==> config.mk <==
export PLATFORM = sky130hd
export DESIGN_NAME = cell_voltage_fault_monitor
export DESIGN_NICKNAME = d
export VERILOG_FILES = /design/src/cvfm_pkg.sv /design/src/cell_voltage_fault_monitor.sv /design/src/cvfm_cfg_regs.sv /design/src/cvfm_count_mem.sv /design/src/cvfm_eval.sv /design/src/cvfm_out_buf.sv
export SDC_FILE = /design/constraint.sdc
export NUM_CORES = 2
export LEC_CHECK = 0
export ABC_AREA = 1
export BUFFER_PORTS_ARGS = -buffer_cell sky130_fd_sc_hd__buf_4
export CORE_MARGIN = 8
export CORE_UTILIZATION = 35
export CTS_CLUSTER_DIAMETER = 60
export DETAILED_ROUTE_END_ITERATION = 6
export HOLD_SLACK_MARGIN = 0.06
export PLACE_DENSITY_LB_ADDON = 0.2
export SYNTH_ARGS = -nofsm -noshare
export SYNTH_HDL_FRONTEND = slang
export SYNTH_HIERARCHICAL = 1
export SYNTH_SLANG_ARGS = --single-unit
==> constraint.sdc <==
create_clock -name i_clk -period 10.4 [get_ports i_clk]
set_input_delay 1.04 -clock i_clk [delete_from_list [all_inputs] [get_ports i_clk]]
set_output_delay 1.04 -clock i_clk [all_outputs]
set_load 0.02 [all_outputs]
==> src/cvfm_pkg.sv <==
// Shared types, codes and constants for the cell voltage fault monitor.
// No dependencies; imported by every other file of the block.
`default_nettype none

package cvfm_pkg;

    localparam int CellIdxW = 7;
    localparam int NumCells = 1 << CellIdxW;
    localparam int CountW   = 8;
    localparam int ThrW     = 15;
    localparam int LimitW   = 8;
    localparam int MvW      = 16;
    localparam int SumW     = 23;
    localparam int CfgIdxW  = 2;
    localparam int CfgDataW = 15;

    localparam logic [CountW-1:0] COUNT_MAX = {CountW{1'b1}};

    localparam logic [ThrW-1:0]   UV_THR_RST    = 15'd3000;
    localparam logic [ThrW-1:0]   OV_THR_RST    = 15'd4200;
    localparam logic [LimitW-1:0] LIMIT_RST     = 8'd3;
    localparam logic [ThrW-1:0]   TOLERANCE_RST = 15'd100;

    localparam logic signed [MvW-1:0]  MV_MOST_POS = 16'sh7FFF;
    localparam logic signed [MvW-1:0]  MV_MOST_NEG = 16'sh8000;
    localparam logic signed [SumW-1:0] SUM_MAX     = 23'sh3F_FFFF;
    localparam logic signed [SumW-1:0] SUM_MIN     = 23'sh40_0000;

    typedef enum logic [1:0] {
        KIND_CELL = 2'd0,
        KIND_BANK = 2'd1,
        KIND_PACK = 2'd2
    } t_kind;

    typedef enum logic [1:0] {
        ERR_NONE = 2'd0,
        ERR_UV   = 2'd1,
        ERR_OV   = 2'd2
    } t_err;

    typedef enum logic [CfgIdxW-1:0] {
        CFG_UV_THR       = 2'd0,
        CFG_OV_THR       = 2'd1,
        CFG_FAULT_LIMIT  = 2'd2,
        CFG_MISMATCH_TOL = 2'd3
    } t_cfg_idx;

    typedef struct packed {
        logic [ThrW-1:0]   uv_thr;
        logic [ThrW-1:0]   ov_thr;
        logic [LimitW-1:0] limit;
        logic [ThrW-1:0]   tol;
    } t_cfg;

    typedef struct packed {
        logic [CellIdxW-1:0]   cell_index;
        logic signed [MvW-1:0] primary_mv;
        logic signed [MvW-1:0] redundant_mv;
        logic                  bank_last;
        logic                  frame_last;
    } t_item;

    typedef struct packed {
        logic [CountW-1:0] uc;
        logic [CountW-1:0] oc;
    } t_counts;

    typedef struct packed {
        logic uv_fault;
        logic ov_fault;
        logic mismatch;
    } t_cell_flags;

    typedef struct packed {
        logic signed [SumW-1:0] total;
        logic signed [MvW-1:0]  low;
        logic signed [MvW-1:0]  high;
    } t_stats;

    typedef struct packed {
        t_err                code;
        logic [CellIdxW-1:0] cell_idx;
    } t_err_info;

    localparam t_stats STATS_RST = '{total: '0, low: MV_MOST_POS, high: MV_MOST_NEG};

    function automatic logic signed [SumW-1:0] sat_add(
        input logic signed [SumW-1:0] a,
        input logic signed [MvW-1:0]  b
    );
        logic signed [SumW:0] s;
        s = {a[SumW-1], a} + {{(SumW+1-MvW){b[MvW-1]}}, b};
        if (s[SumW:SumW-1] == 2'b01) begin
            return SUM_MAX;
        end else if (s[SumW:SumW-1] == 2'b10) begin
            return SUM_MIN;
        end
        return s[SumW-1:0];
    endfunction

    function automatic t_stats stats_add(input t_stats st, input logic signed [MvW-1:0] p);
        t_stats n;
        n.total = sat_add(st.total, p);
        n.low   = (p < st.low)  ? p : st.low;
        n.high  = (p > st.high) ? p : st.high;
        return n;
    endfunction

endpackage

`default_nettype wire

==> src/cell_voltage_fault_monitor.sv <==
// Top level of the cell voltage fault monitor: input register, count memory,
// evaluation and result register. Depends on cvfm_pkg and all cvfm_* modules.
//
//   channel   direction  handshake                 payload
//   sample    in         i_valid / o_stall         cell index, primary, redundant, bank/frame end
//   result    out        o_valid / i_stall         kind, flags, totals, min/max, error, last
//   config    in         i_cfg_valid / o_cfg_ready register index, data
//
// One sample per cycle while o_stall is low; its first result is presented once the sample has passed
// stage 1 into the result register. A sample with a bank or frame end gives two or three results,
// one per cycle while i_stall is low, and holds the input until the single result register hands out its last.
// Synchronous active-low reset clears counts (valid bits), accumulators, latch, stage 1 valid and pending results.
// Stalls: o_stall rises only while stage 1 holds an item the result register
// cannot take.
`default_nettype none

module cell_voltage_fault_monitor (
    input  wire                              i_clk,
    input  wire                              i_rst_n,
    input  wire                              i_valid,
    output logic                             o_stall,
    input  wire  [cvfm_pkg::CellIdxW-1:0]    i_cell_index,
    input  wire  signed [cvfm_pkg::MvW-1:0]  i_primary_mv,
    input  wire  signed [cvfm_pkg::MvW-1:0]  i_redundant_mv,
    input  wire                              i_bank_last,
    input  wire                              i_frame_last,
    output logic                             o_valid,
    input  wire                              i_stall,
    output logic [1:0]                       o_kind,
    output logic                             o_uv_fault,
    output logic                             o_ov_fault,
    output logic                             o_mismatch,
    output logic signed [cvfm_pkg::SumW-1:0] o_total_mv,
    output logic signed [cvfm_pkg::MvW-1:0]  o_min_mv,
    output logic signed [cvfm_pkg::MvW-1:0]  o_max_mv,
    output logic [1:0]                       o_error_code,
    output logic [cvfm_pkg::CellIdxW-1:0]    o_fault_cell,
    output logic                             o_last_result,
    input  wire                              i_cfg_valid,
    output logic                             o_cfg_ready,
    input  wire  [cvfm_pkg::CfgIdxW-1:0]     i_cfg_index,
    input  wire  [cvfm_pkg::CfgDataW-1:0]    i_cfg_data
);
    import cvfm_pkg::*;

    t_cfg        cfg;
    logic        r_s1_vld;
    t_item       r_s1_item;
    logic        in_xfer;
    logic        s1_fire;
    logic        buf_ready;
    t_counts     rd_counts;
    t_counts     new_counts;
    t_cell_flags flags;
    t_stats      bank_snap;
    t_stats      pack_snap;
    t_err_info   err_snap;

    assign s1_fire = r_s1_vld && buf_ready;
    assign o_stall = r_s1_vld && !buf_ready;
    assign in_xfer = i_valid && !o_stall;

    always_ff @(posedge i_clk) begin
        if (!i_rst_n) begin
            r_s1_vld <= 1'b0;
        end else if (!o_stall) begin
            r_s1_vld <= i_valid;
        end
    end

    always_ff @(posedge i_clk) begin
        if (in_xfer) begin
            r_s1_item <= '{cell_index:   i_cell_index,
                           primary_mv:   i_primary_mv,
                           redundant_mv: i_redundant_mv,
                           bank_last:    i_bank_last,
                           frame_last:   i_frame_last};
        end
    end

    cvfm_cfg_regs u_cfg (
        .i_clk       (i_clk),
        .i_rst_n     (i_rst_n),
        .i_cfg_valid (i_cfg_valid),
        .i_cfg_index (i_cfg_index),
        .i_cfg_data  (i_cfg_data),
        .o_cfg_ready (o_cfg_ready),
        .o_cfg       (cfg)
    );

    cvfm_count_mem u_mem (
        .i_clk     (i_clk),
        .i_rst_n   (i_rst_n),
        .i_rd_en   (in_xfer),
        .i_rd_addr (i_cell_index),
        .i_wr_en   (s1_fire),
        .i_wr_addr (r_s1_item.cell_index),
        .i_wr_data (new_counts),
        .o_rd_data (rd_counts)
    );

    cvfm_eval u_eval (
        .i_clk    (i_clk),
        .i_rst_n  (i_rst_n),
        .i_fire   (s1_fire),
        .i_item   (r_s1_item),
        .i_cfg    (cfg),
        .i_counts (rd_counts),
        .o_counts (new_counts),
        .o_flags  (flags),
        .o_bank   (bank_snap),
        .o_pack   (pack_snap),
        .o_err    (err_snap)
    );

    cvfm_out_buf u_out (
        .i_clk         (i_clk),
        .i_rst_n       (i_rst_n),
        .i_load        (s1_fire),
        .i_bank_last   (r_s1_item.bank_last),
        .i_frame_last  (r_s1_item.frame_last),
        .i_flags       (flags),
        .i_bank        (bank_snap),
        .i_pack        (pack_snap),
        .i_err         (err_snap),
        .i_stall       (i_stall),
        .o_ready       (buf_ready),
        .o_valid       (o_valid),
        .o_kind        (o_kind),
        .o_uv_fault    (o_uv_fault),
        .o_ov_fault    (o_ov_fault),
        .o_mismatch    (o_mismatch),
        .o_total_mv    (o_total_mv),
        .o_min_mv      (o_min_mv),
        .o_max_mv      (o_max_mv),
        .o_error_code  (o_error_code),
        .o_fault_cell  (o_fault_cell),
        .o_last_result (o_last_result)
    );

    a_xfer_fills_s1 : assert property (@(posedge i_clk) disable iff (!i_rst_n)
        in_xfer |=> r_s1_vld)
        else $error("sample transfer did not reach stage 1");

    a_results_continue : assert property (@(posedge i_clk) disable iff (!i_rst_n)
        (o_valid && !i_stall && !o_last_result) |=> o_valid)
        else $error("result sequence broken before its last result");

    a_pack_is_last : assert property (@(posedge i_clk) disable iff (!i_rst_n)
        (o_valid && (o_kind == KIND_PACK)) |-> o_last_result)
        else $error("pack summary not flagged as last result");

    a_fire_loads_result : assert property (@(posedge i_clk) disable iff (!i_rst_n)
        s1_fire |=> (o_valid && (o_kind == KIND_CELL)))
        else $error("stage 1 hand-over did not present a cell result");

endmodule

`default_nettype wire

==> src/cvfm_cfg_regs.sv <==
// Configuration registers: thresholds, fault count limit and mismatch tolerance.
// Depends on cvfm_pkg.
`default_nettype none

module cvfm_cfg_regs (
    input  wire                           i_clk,
    input  wire                           i_rst_n,
    input  wire                           i_cfg_valid,
    input  wire  [cvfm_pkg::CfgIdxW-1:0]  i_cfg_index,
    input  wire  [cvfm_pkg::CfgDataW-1:0] i_cfg_data,
    output logic                          o_cfg_ready,
    output cvfm_pkg::t_cfg                o_cfg
);
    import cvfm_pkg::*;

    t_cfg r_cfg;

    assign o_cfg_ready = 1'b1;
    assign o_cfg       = r_cfg;

    always_ff @(posedge i_clk) begin
        if (!i_rst_n) begin
            r_cfg.uv_thr <= UV_THR_RST;
            r_cfg.ov_thr <= OV_THR_RST;
            r_cfg.limit  <= LIMIT_RST;
            r_cfg.tol    <= TOLERANCE_RST;
        end else if (i_cfg_valid) begin
            unique case (t_cfg_idx'(i_cfg_index))
                CFG_UV_THR:       r_cfg.uv_thr <= i_cfg_data[ThrW-1:0];
                CFG_OV_THR:       r_cfg.ov_thr <= i_cfg_data[ThrW-1:0];
                CFG_FAULT_LIMIT:  r_cfg.limit  <= i_cfg_data[LimitW-1:0];
                CFG_MISMATCH_TOL: r_cfg.tol    <= i_cfg_data[ThrW-1:0];
            endcase
        end
    end

endmodule

`default_nettype wire

==> src/cvfm_count_mem.sv <==
// Per-cell under/over-voltage count memory with valid bits and write bypass.
// Depends on cvfm_pkg.
`default_nettype none

module cvfm_count_mem (
    input  wire                           i_clk,
    input  wire                           i_rst_n,
    input  wire                           i_rd_en,
    input  wire  [cvfm_pkg::CellIdxW-1:0] i_rd_addr,
    input  wire                           i_wr_en,
    input  wire  [cvfm_pkg::CellIdxW-1:0] i_wr_addr,
    input  cvfm_pkg::t_counts             i_wr_data,
    output cvfm_pkg::t_counts             o_rd_data
);
    import cvfm_pkg::*;

    t_counts             r_mem [NumCells];
    logic [NumCells-1:0] r_vld;
    t_counts             r_rd;

    assign o_rd_data = r_rd;

    always_ff @(posedge i_clk) begin
        if (i_wr_en) begin
            r_mem[i_wr_addr] <= i_wr_data;
        end
    end

    always_ff @(posedge i_clk) begin
        if (!i_rst_n) begin
            r_vld <= '0;
        end else if (i_wr_en) begin
            r_vld[i_wr_addr] <= 1'b1;
        end
    end

    // bypass the write of the item leaving stage 1 to the item entering
    always_ff @(posedge i_clk) begin
        if (i_rd_en) begin
            if (i_wr_en && (i_wr_addr == i_rd_addr)) begin
                r_rd <= i_wr_data;
            end else if (!r_vld[i_rd_addr]) begin
                r_rd <= '0;
            end else begin
                r_rd <= r_mem[i_rd_addr];
            end
        end
    end

endmodule

`default_nettype wire

==> src/cvfm_eval.sv <==
// Per-sample evaluation: count update, fault and mismatch flags, bank and pack
// accumulators and the error latch. Depends on cvfm_pkg.
`default_nettype none

module cvfm_eval (
    input  wire                 i_clk,
    input  wire                 i_rst_n,
    input  wire                 i_fire,
    input  cvfm_pkg::t_item     i_item,
    input  cvfm_pkg::t_cfg      i_cfg,
    input  cvfm_pkg::t_counts   i_counts,
    output cvfm_pkg::t_counts   o_counts,
    output cvfm_pkg::t_cell_flags o_flags,
    output cvfm_pkg::t_stats    o_bank,
    output cvfm_pkg::t_stats    o_pack,
    output cvfm_pkg::t_err_info o_err
);
    import cvfm_pkg::*;

    t_stats    r_bank;
    t_stats    r_pack;
    t_err_info r_err;

    logic signed [MvW:0] p_x;
    logic signed [MvW:0] r_x;
    logic signed [MvW:0] diff;
    logic        [MvW:0] abs_diff;
    logic                uv_hit;
    logic                ov_hit;
    logic [CountW-1:0]   uc_inc;
    logic [CountW-1:0]   oc_inc;
    t_stats              bank_next;
    t_stats              pack_next;
    t_err_info           err_next;

    always_comb begin
        p_x      = {i_item.primary_mv[MvW-1], i_item.primary_mv};
        r_x      = {i_item.redundant_mv[MvW-1], i_item.redundant_mv};
        diff     = p_x - r_x;
        abs_diff = diff[MvW] ? unsigned'(-diff) : unsigned'(diff);
        o_flags.mismatch = abs_diff > {2'b00, i_cfg.tol};

        uv_hit = p_x < $signed({2'b00, i_cfg.uv_thr});
        ov_hit = p_x > $signed({2'b00, i_cfg.ov_thr});
        uc_inc = (i_counts.uc == COUNT_MAX) ? i_counts.uc : i_counts.uc + 1'b1;
        oc_inc = (i_counts.oc == COUNT_MAX) ? i_counts.oc : i_counts.oc + 1'b1;

        o_counts.uc      = uv_hit ? uc_inc : '0;
        o_counts.oc      = ov_hit ? oc_inc : '0;
        o_flags.uv_fault = uv_hit && (uc_inc >= i_cfg.limit);
        o_flags.ov_fault = ov_hit && (oc_inc >= i_cfg.limit);

        // over-voltage wins when both are raised
        err_next = r_err;
        if (o_flags.ov_fault) begin
            err_next = '{code: ERR_OV, cell_idx: i_item.cell_index};
        end else if (o_flags.uv_fault) begin
            err_next = '{code: ERR_UV, cell_idx: i_item.cell_index};
        end

        bank_next = stats_add(r_bank, i_item.primary_mv);
        pack_next = stats_add(r_pack, i_item.primary_mv);
    end

    assign o_bank = bank_next;
    assign o_pack = pack_next;
    assign o_err  = err_next;

    always_ff @(posedge i_clk) begin
        if (!i_rst_n) begin
            r_bank <= STATS_RST;
            r_pack <= STATS_RST;
            r_err  <= '{code: ERR_NONE, cell_idx: '0};
        end else if (i_fire) begin
            r_bank <= (i_item.bank_last || i_item.frame_last) ? STATS_RST : bank_next;
            r_pack <= i_item.frame_last ? STATS_RST : pack_next;
            r_err  <= i_item.frame_last ? '{code: ERR_NONE, cell_idx: '0} : err_next;
        end
    end

endmodule

`default_nettype wire

==> src/cvfm_out_buf.sv <==
// Result register: holds the cell result and the bank/pack summaries of one
// item and hands them out in order. Depends on cvfm_pkg.
`default_nettype none

module cvfm_out_buf (
    input  wire                           i_clk,
    input  wire                           i_rst_n,
    input  wire                           i_load,
    input  wire                           i_bank_last,
    input  wire                           i_frame_last,
    input  cvfm_pkg::t_cell_flags         i_flags,
    input  cvfm_pkg::t_stats              i_bank,
    input  cvfm_pkg::t_stats              i_pack,
    input  cvfm_pkg::t_err_info           i_err,
    input  wire                           i_stall,
    output logic                          o_ready,
    output logic                          o_valid,
    output logic [1:0]                    o_kind,
    output logic                          o_uv_fault,
    output logic                          o_ov_fault,
    output logic                          o_mismatch,
    output logic signed [cvfm_pkg::SumW-1:0] o_total_mv,
    output logic signed [cvfm_pkg::MvW-1:0]  o_min_mv,
    output logic signed [cvfm_pkg::MvW-1:0]  o_max_mv,
    output logic [1:0]                    o_error_code,
    output logic [cvfm_pkg::CellIdxW-1:0] o_fault_cell,
    output logic                          o_last_result
);
    import cvfm_pkg::*;

    logic        r_pend_cell;
    logic        r_pend_bank;
    logic        r_pend_pack;
    t_cell_flags r_flags;
    t_stats      r_bank;
    t_stats      r_pack;
    t_err_info   r_err;

    logic        one_left;
    logic        out_xfer;

    assign o_valid       = r_pend_cell || r_pend_bank || r_pend_pack;
    assign one_left      = $countones({r_pend_cell, r_pend_bank, r_pend_pack}) == 1;
    assign out_xfer      = o_valid && !i_stall;
    assign o_ready       = !o_valid || (out_xfer && one_left);
    assign o_last_result = one_left;

    always_comb begin
        o_kind       = KIND_CELL;
        o_uv_fault   = 1'b0;
        o_ov_fault   = 1'b0;
        o_mismatch   = 1'b0;
        o_total_mv   = '0;
        o_min_mv     = '0;
        o_max_mv     = '0;
        o_error_code = ERR_NONE;
        o_fault_cell = '0;
        priority if (r_pend_cell) begin
            o_uv_fault = r_flags.uv_fault;
            o_ov_fault = r_flags.ov_fault;
            o_mismatch = r_flags.mismatch;
        end else if (r_pend_bank) begin
            o_kind     = KIND_BANK;
            o_total_mv = r_bank.total;
            o_min_mv   = r_bank.low;
            o_max_mv   = r_bank.high;
        end else begin
            o_kind       = KIND_PACK;
            o_total_mv   = r_pack.total;
            o_min_mv     = r_pack.low;
            o_max_mv     = r_pack.high;
            o_error_code = r_err.code;
            o_fault_cell = r_err.cell_idx;
        end
    end

    always_ff @(posedge i_clk) begin
        if (!i_rst_n) begin
            r_pend_cell <= 1'b0;
            r_pend_bank <= 1'b0;
            r_pend_pack <= 1'b0;
        end else if (i_load) begin
            r_pend_cell <= 1'b1;
            r_pend_bank <= i_bank_last;
            r_pend_pack <= i_frame_last;
        end else if (out_xfer) begin
            priority if (r_pend_cell) begin
                r_pend_cell <= 1'b0;
            end else if (r_pend_bank) begin
                r_pend_bank <= 1'b0;
            end else begin
                r_pend_pack <= 1'b0;
            end
        end
    end

    always_ff @(posedge i_clk) begin
        if (i_load) begin
            r_flags <= i_flags;
            r_bank  <= i_bank;
            r_pack  <= i_pack;
            r_err   <= i_err;
        end
    end

endmodule

`default_nettype wire
Word-level counts from Yosys, hierarchy flattened
Memory sizes are Yosys's and may differ from the RTL's.
Cells that the tools add are included.
W data, S select, Z words.
{ "totals": {"ff_bits": 483, "mem_bits_rw": 2048, "in_bits": 63, "out_inout_bits": 73, "elab_cells": 151, "mem_count": 1} }
{ "memory_table": {"columns": ["name", "words", "word_bits", "rd", "rd_ports_with_merged_regs", "write_ports", "line", "source"], "rows": [
  ["u_mem.r_mem", 128, 16, 1, 0, 1, "cvfm_count_mem.sv:17", "t_counts r_mem [NumCells];"]
]} }
{ "classes": {"add_sub_neg": 8, "n_lt_le_gt_ge": 12, "n_eq_ne": 13, "n_mux": 56, "bitwise_logic": 1, "n_reduce_logical": 25} }
{ "op_table": {"columns": ["cell", "n"], "rows": [
  ["$mux W23", 8],
  ["$mux W16", 10],
  ["$or A128 B128 Y128", 1],
  ["$mux W55", 2],
  ["$add A23 B16 Y24", 2],
  ["$gt A16 B16 Y1", 3],
  ["$lt A16 B16 Y1", 3],
  ["$add A32 B1 Y32", 1],
  ["$eq A32 B2 Y1 const B", 1],
  ["$mux W8", 4],
  ["$mux W9", 3],
  ["$mux W1", 20],
  ["$gt A17 B15 Y1", 1],
  ["$mux W17", 1],
  ["$neg A17 Y17", 1],
  ["$sub A16 B16 Y17", 1],
  ["$add A8 B1 Y8 const B", 2],
  ["$eq A8 B8 Y1 const B", 2],
  ["$ge A8 B8 Y1", 2],
  ["$lt A7 B8 Y1 const B", 2],
  ["$mux W7", 2],
  ["$reduce_and A2 Y1", 5],
  ["$logic_and A1 B1 Y1", 9],
  ["$eq A2 B2 Y1 const B", 4],
  ["13 further kinds", 25]
]} }

Depth between registers and ports, before layout
{ "logic_depth": {"word_depth": 9, "depth_mapped": 25, "mapped_depth_nobuf": 25} }

Hierarchy
Netlist, hierarchy kept.
{ "by_module_without_submodules": {"columns": ["mod", "instances", "cells_per_inst", "area_per_inst_um2", "seq_area_each_um2"], "rows": [
  ["cvfm_count_mem", 1, 7896, 89545.9, 64541.9],
  ["cvfm_eval", 1, 2327, 13805.7, 2382.3],
  ["cvfm_out_buf", 1, 352, 4621.9, 3723.6],
  ["cvfm_cfg_regs", 1, 315, 2163.3, 1061.0],
  ["cell_voltage_fault_monitor", 1, 51, 1291.2, 1251.2]
]} }

Least setup slack after synthesis
No wires, ideal clock.
{ "synth_timing": {"path_kind": "reg-to-reg", "from": "reg r_s1_item[33] (netlist bit)", "to": "mem u_mem/r_mem[0][2] (netlist bit) (data pin)", "setup_ns": 1.162, "t_arrival_ns": 6.610, "setup_slack_ns": 2.627, "path_stages_with_launch": 7, "path_buffers": 0, "synth_period_minus_slack_ns": 7.773, "cell_sequence": "edfxtp_1 clkinv_1 nand4_1 nor2_1 nand3_1 nand3_1 nor3_1"} }
{ "synth_lines": {"columns": ["element", "line", "source"], "rows": [
  ["from (decl)", "cell_voltage_fault_monitor.sv:48", "t_item r_s1_item;"],
  ["from (signal assigned)", "cell_voltage_fault_monitor.sv:73", "r_s1_item <= '{cell_index: i_cell_index,"],
  ["to (decl)", "cvfm_count_mem.sv:17", null]
]} }

==> metrics.md <==
| Metric | Value |
|---|---|
| Worst Reg-to-Reg Cells | 9 |
| Cell taking the most area after synthesis | edfxtp_1 |
| Top delay family on crit path | buffers and inverters |
| Sequential cell area | 72960 sq um |
| Final Hold Fails | 0 |
| RSZ-0062 raised after global routing | false |
| Highest fanout seen on the critical path | 53 |
| Cell Chain, Critical Path | buf_4 -> clkinv_1 -> nand4_1 -> nor2_1 -> nand3_1 -> nand3_1 -> a21oi_4 -> buf_4 -> buf_4 |
| Filler Cell Count | 30.71k |
| Switch Pwr | 6.271 mW |
| Combinational share of power | 0.104 |
| Most Frequent Cell on Critical Path | buf_4 |
| Core Area | 317500 sq um |
| Die height | 580.2 um |
| Boundary Pins | 136 |
| Pint | 18.42 mW |
| Switching share of power | 0.2539 |
| Fin nets | 11.27k |
| Maximum clock path buffer count | 4 |
| DR vias/cell | 5.197 |
| Hold Crit Depth | 1 |
| Share of cells above drive strength 1 | 0.08162 |
| Area of the multi-input gates | 33410 sq um |
| TritonCTS clock tree | yes |
| Die Footprint | 336700 sq um |
| Yosys top cell area share | 0.6002 |
| Sequential share of power | 0.464 |
| Initial DRT Pass Iterations | 6 |
| Area contributors post-synth | edfxtp_1, nand2_1, nand3_1 |
| Critical R2R Launch | r_s1_item[33] |
| Largest net degree at the start of global routing | 287 |
| RR Endpoint | u_mem/r_mem[57][6] |
| Final Wtd Congestion | 0.8587 |
| Initial antenna violation count | 14 |
| Mapped Area | 111400 sq um |
| Critical path arrival | 5.68 ns |
| 1st-iter DRT viols | 7774 |
| Vias in the first global route | 76.43k |
| Longest individual stage delay on the worst path | 0.92 ns |
| Dpl cells | 14.89k |
| Final Max Tran Viols | 0 |
| Clk sinks | 2531 |
| Post-cts resize count | 0 |
| Syn_nets | 11.20k |
| Sequential fraction of the synthesis area | 0.6548 |
| Crit path buf inv count | 4 |
| CP max-delay cell | a21oi_4 |
| Site Rows | 207 |
| Hold-fix buffers, CTS | 0 |
| IO Port Bufs | 134 |
| Wire per inst | 22.48 um |
| Status | completed |
| Syn. warnings | 6 |
| Worst Tran Pin Value | 1.370 ns |
| Max-cap violations | 0 |
| Via count | 80.27k |
| Area Growth Syn to Fin | 13.44% |
| Hold crit path type | input port to register |
| Clk slew on worst S/H paths | 0.06 ns |
| Worst path required time | 10.96 ns |
| Grt ovf | 0 |
| Setup Crit Path Kind | register to register |
| Hold EP | r_s1_item[31] |
| Syn_area_per_cell | 10.18 sq um |
| CTS Buf Count | 301 |
| Final ANT Viol Nets | 0 |
| HP Start | i_primary_mv[13] |
| Initial Utilization | 0.3509 |
| Setup_tns | 0 ns |
| Final worst-path cycle share | 0.4924 |
| First-pass GRT wire length | 507900 um |
| All-Layer GR Usage | 0.1966 |
| PwrDens | 195.4 nW/um^2 |
| Synthesized instance count | 10.94k |
| Cell variety after synth | 55 |
| Upper clock frequency limit | 0.1953 GHz |
| CP Launch Type | register |
| Final min period | 5.121 ns |
| Final std cells w/o fill | 15.45k |
| Post-DP HPWL | 193500 um |
| H-tree depth | 5 |
| Clock Skew | 0.03848 ns |
| Synthesized flop and latch total | 2531 |
| Reg2reg setup slack | 5.28 ns |
| CP Capture Type | register |
| Leakage | 48.64 nW |
| Die X | 580.2 um |
| Clock Latency Late Sink | 0.90 ns |
| Total Wirelength | 347200 um |
| Final setup fails | 0 |
| Final Core Density | 0.3981 |
| DRC | 0 |
| Clock network fraction of design power | 0.432 |
| Setup bufs post-CTS | 0 |
| Root Driver | clkbuf_16 |
| Worst VDD drop | 0.0001404 V |
| Slew headroom | 0.08661 |
[Yosys cell counts, drive strengths merged]
cell type     n
a21o          5
xor2         29
conb          1
o21ai       108
xnor2         7
inv         457
nor4          4
ha          189
nand2      3892
o21bai        4
a211oi        1
a21oi       266
a31oi         3
or2           2
dfxtp       304
o31ai         2
clkinv        5
buf         459
clkbuf      136
and2         41
nor3         36
fa            4
o2111ai       2
a32oi         1
nand4        41
nor2        628
o311ai        2
o21a         10
edfxtp     2227
a2111oi       1
nand3      2054
a21boi        3
or4           1
o31a          2
o22ai         1
nand2b        1
nand3b       12
[registers in the layout, indices dropped and copies added, names as in the netlist, 16 cells and up]
register / count
u_mem/r_mem: 2048
u_mem/r_vld: 128
u_eval/r_bank: 55
u_eval/r_pack: 55
u_out/r_bank: 55
u_out/r_pack: 55
u_cfg/o_cfg: 53
r_s1_item: 41
u_mem/o_rd_data: 16
[worst max-delay path by stage]
stage / to / start / slack, ns / cells after the start
2_1_floorplan: u_mem/r_mem[0][2] / r_s1_item[33] / 2.63 / 6
3_3_place_gp: u_mem/o_rd_data[6] / i_cell_index[0] / 5.22 / 13
3_5_place_dp: u_mem/o_rd_data[12] / i_cell_index[0] / 5.23 / 13
4_1_cts: u_mem/r_mem[57][6] / r_s1_item[33] / 5.19 / 9
5_1_grt: u_eval/r_bank[38] / r_s1_item[25] / 4.87 / 16
6_report: u_mem/r_mem[57][6] / r_s1_item[33] / 5.28 / 9
[stage by stage]
| stage | hold WS (ns) | worst slack, ns | power, mW | area [sq um] |
|---|---|---|---|---|
| 2_1_floorplan | 0.4289 | 2.627 | 13.29 | 111400 |
| 6_report | 0.3176 | 5.279 | 24.69 | 126400 |
| 3_5_place_dp | 0.4511 | 5.228 | 14.23 | 116400 |
| 5_1_grt | 0.2620 | 4.874 | 25.53 | 126400 |
| 3_3_place_gp | 0.4465 | 5.216 | 14.19 | 116400 |
| 4_1_cts | 0.2233 | 5.194 | 24.91 | 126400 |
[power by group through the flow]
| stage | Clock (mW) | Sequential [mW] | Combinational (mW) |
|---|---|---|---|
| finish | 10.7 | 11.4 | 2.57 |
| CTS | 10.9 | 11.4 | 2.58 |
| floorplan | 0 | 11.7 | 1.60 |
| global placement | 0 | 11.7 | 2.54 |
| detailed placement | 0 | 11.7 | 2.57 |
| global route | 11.3 | 11.5 | 2.82 |
[cells by family after synthesis]
| logic type | Yosys count | share of synthesized area |
|---|---|---|
| xor gates and xnor gates | 36 | 0.002830 |
| AOI/OAI and AO/OA | 411 | 0.01974 |
| buffers and inverters | 1057 | 0.04768 |
| adders and majority gates | 193 | 0.02194 |
| and+or+nand+nor | 6712 | 0.2530 |
| other | 1 | 0.00003365 |
| DFF | 2531 | 0.6548 |
[final cells by class]
type / instances / area share
antenna: 6 / 0.0001188
clock buffer: 381 / 0.06466
clock inverter: 167 / 0.01449
inverter: 462 / 0.01419
multi-input combinational: 7353 / 0.2643
sequential: 2531 / 0.5772
tap: 4180 / 0.04138
timing repair buffer: 365 / 0.02363
[metal layers]
| layer | track usage | share of wire |
|---|---|---|
| met1 | 0.2740 | 0.44 |
| met2 | 0.3168 | 0.46 |
| met3 | 0.02784 | 0.068 |
| met4 | 0.06363 | 0.033 |
| met5 | 0 | 0.000037 |
[layout by cell type (no fill, tap or decap), drive strengths merged, types with 2 or more instances in the layout]
cell type	netlist	final
a21boi	3	3
a21o	5	5
a21oi	266	266
a31oi	3	3
and2	41	41
buf	459	365
bufinv	0	32
clkbuf	136	381
clkinv	5	105
clkinvlp	0	17
dfxtp	304	304
diode	0	6
edfxtp	2227	2227
fa	4	4
ha	189	189
inv	457	475
nand2	3892	3892
nand3	2054	2054
nand3b	12	12
nand4	41	41
nor2	628	628
nor3	36	36
nor4	4	4
o2111ai	2	2
o21a	10	10
o21ai	108	108
o21bai	4	4
o311ai	2	2
o31a	2	2
o31ai	2	2
or2	2	2
xnor2	7	7
xor2	29	29
(Power assumes the default switching activity.)
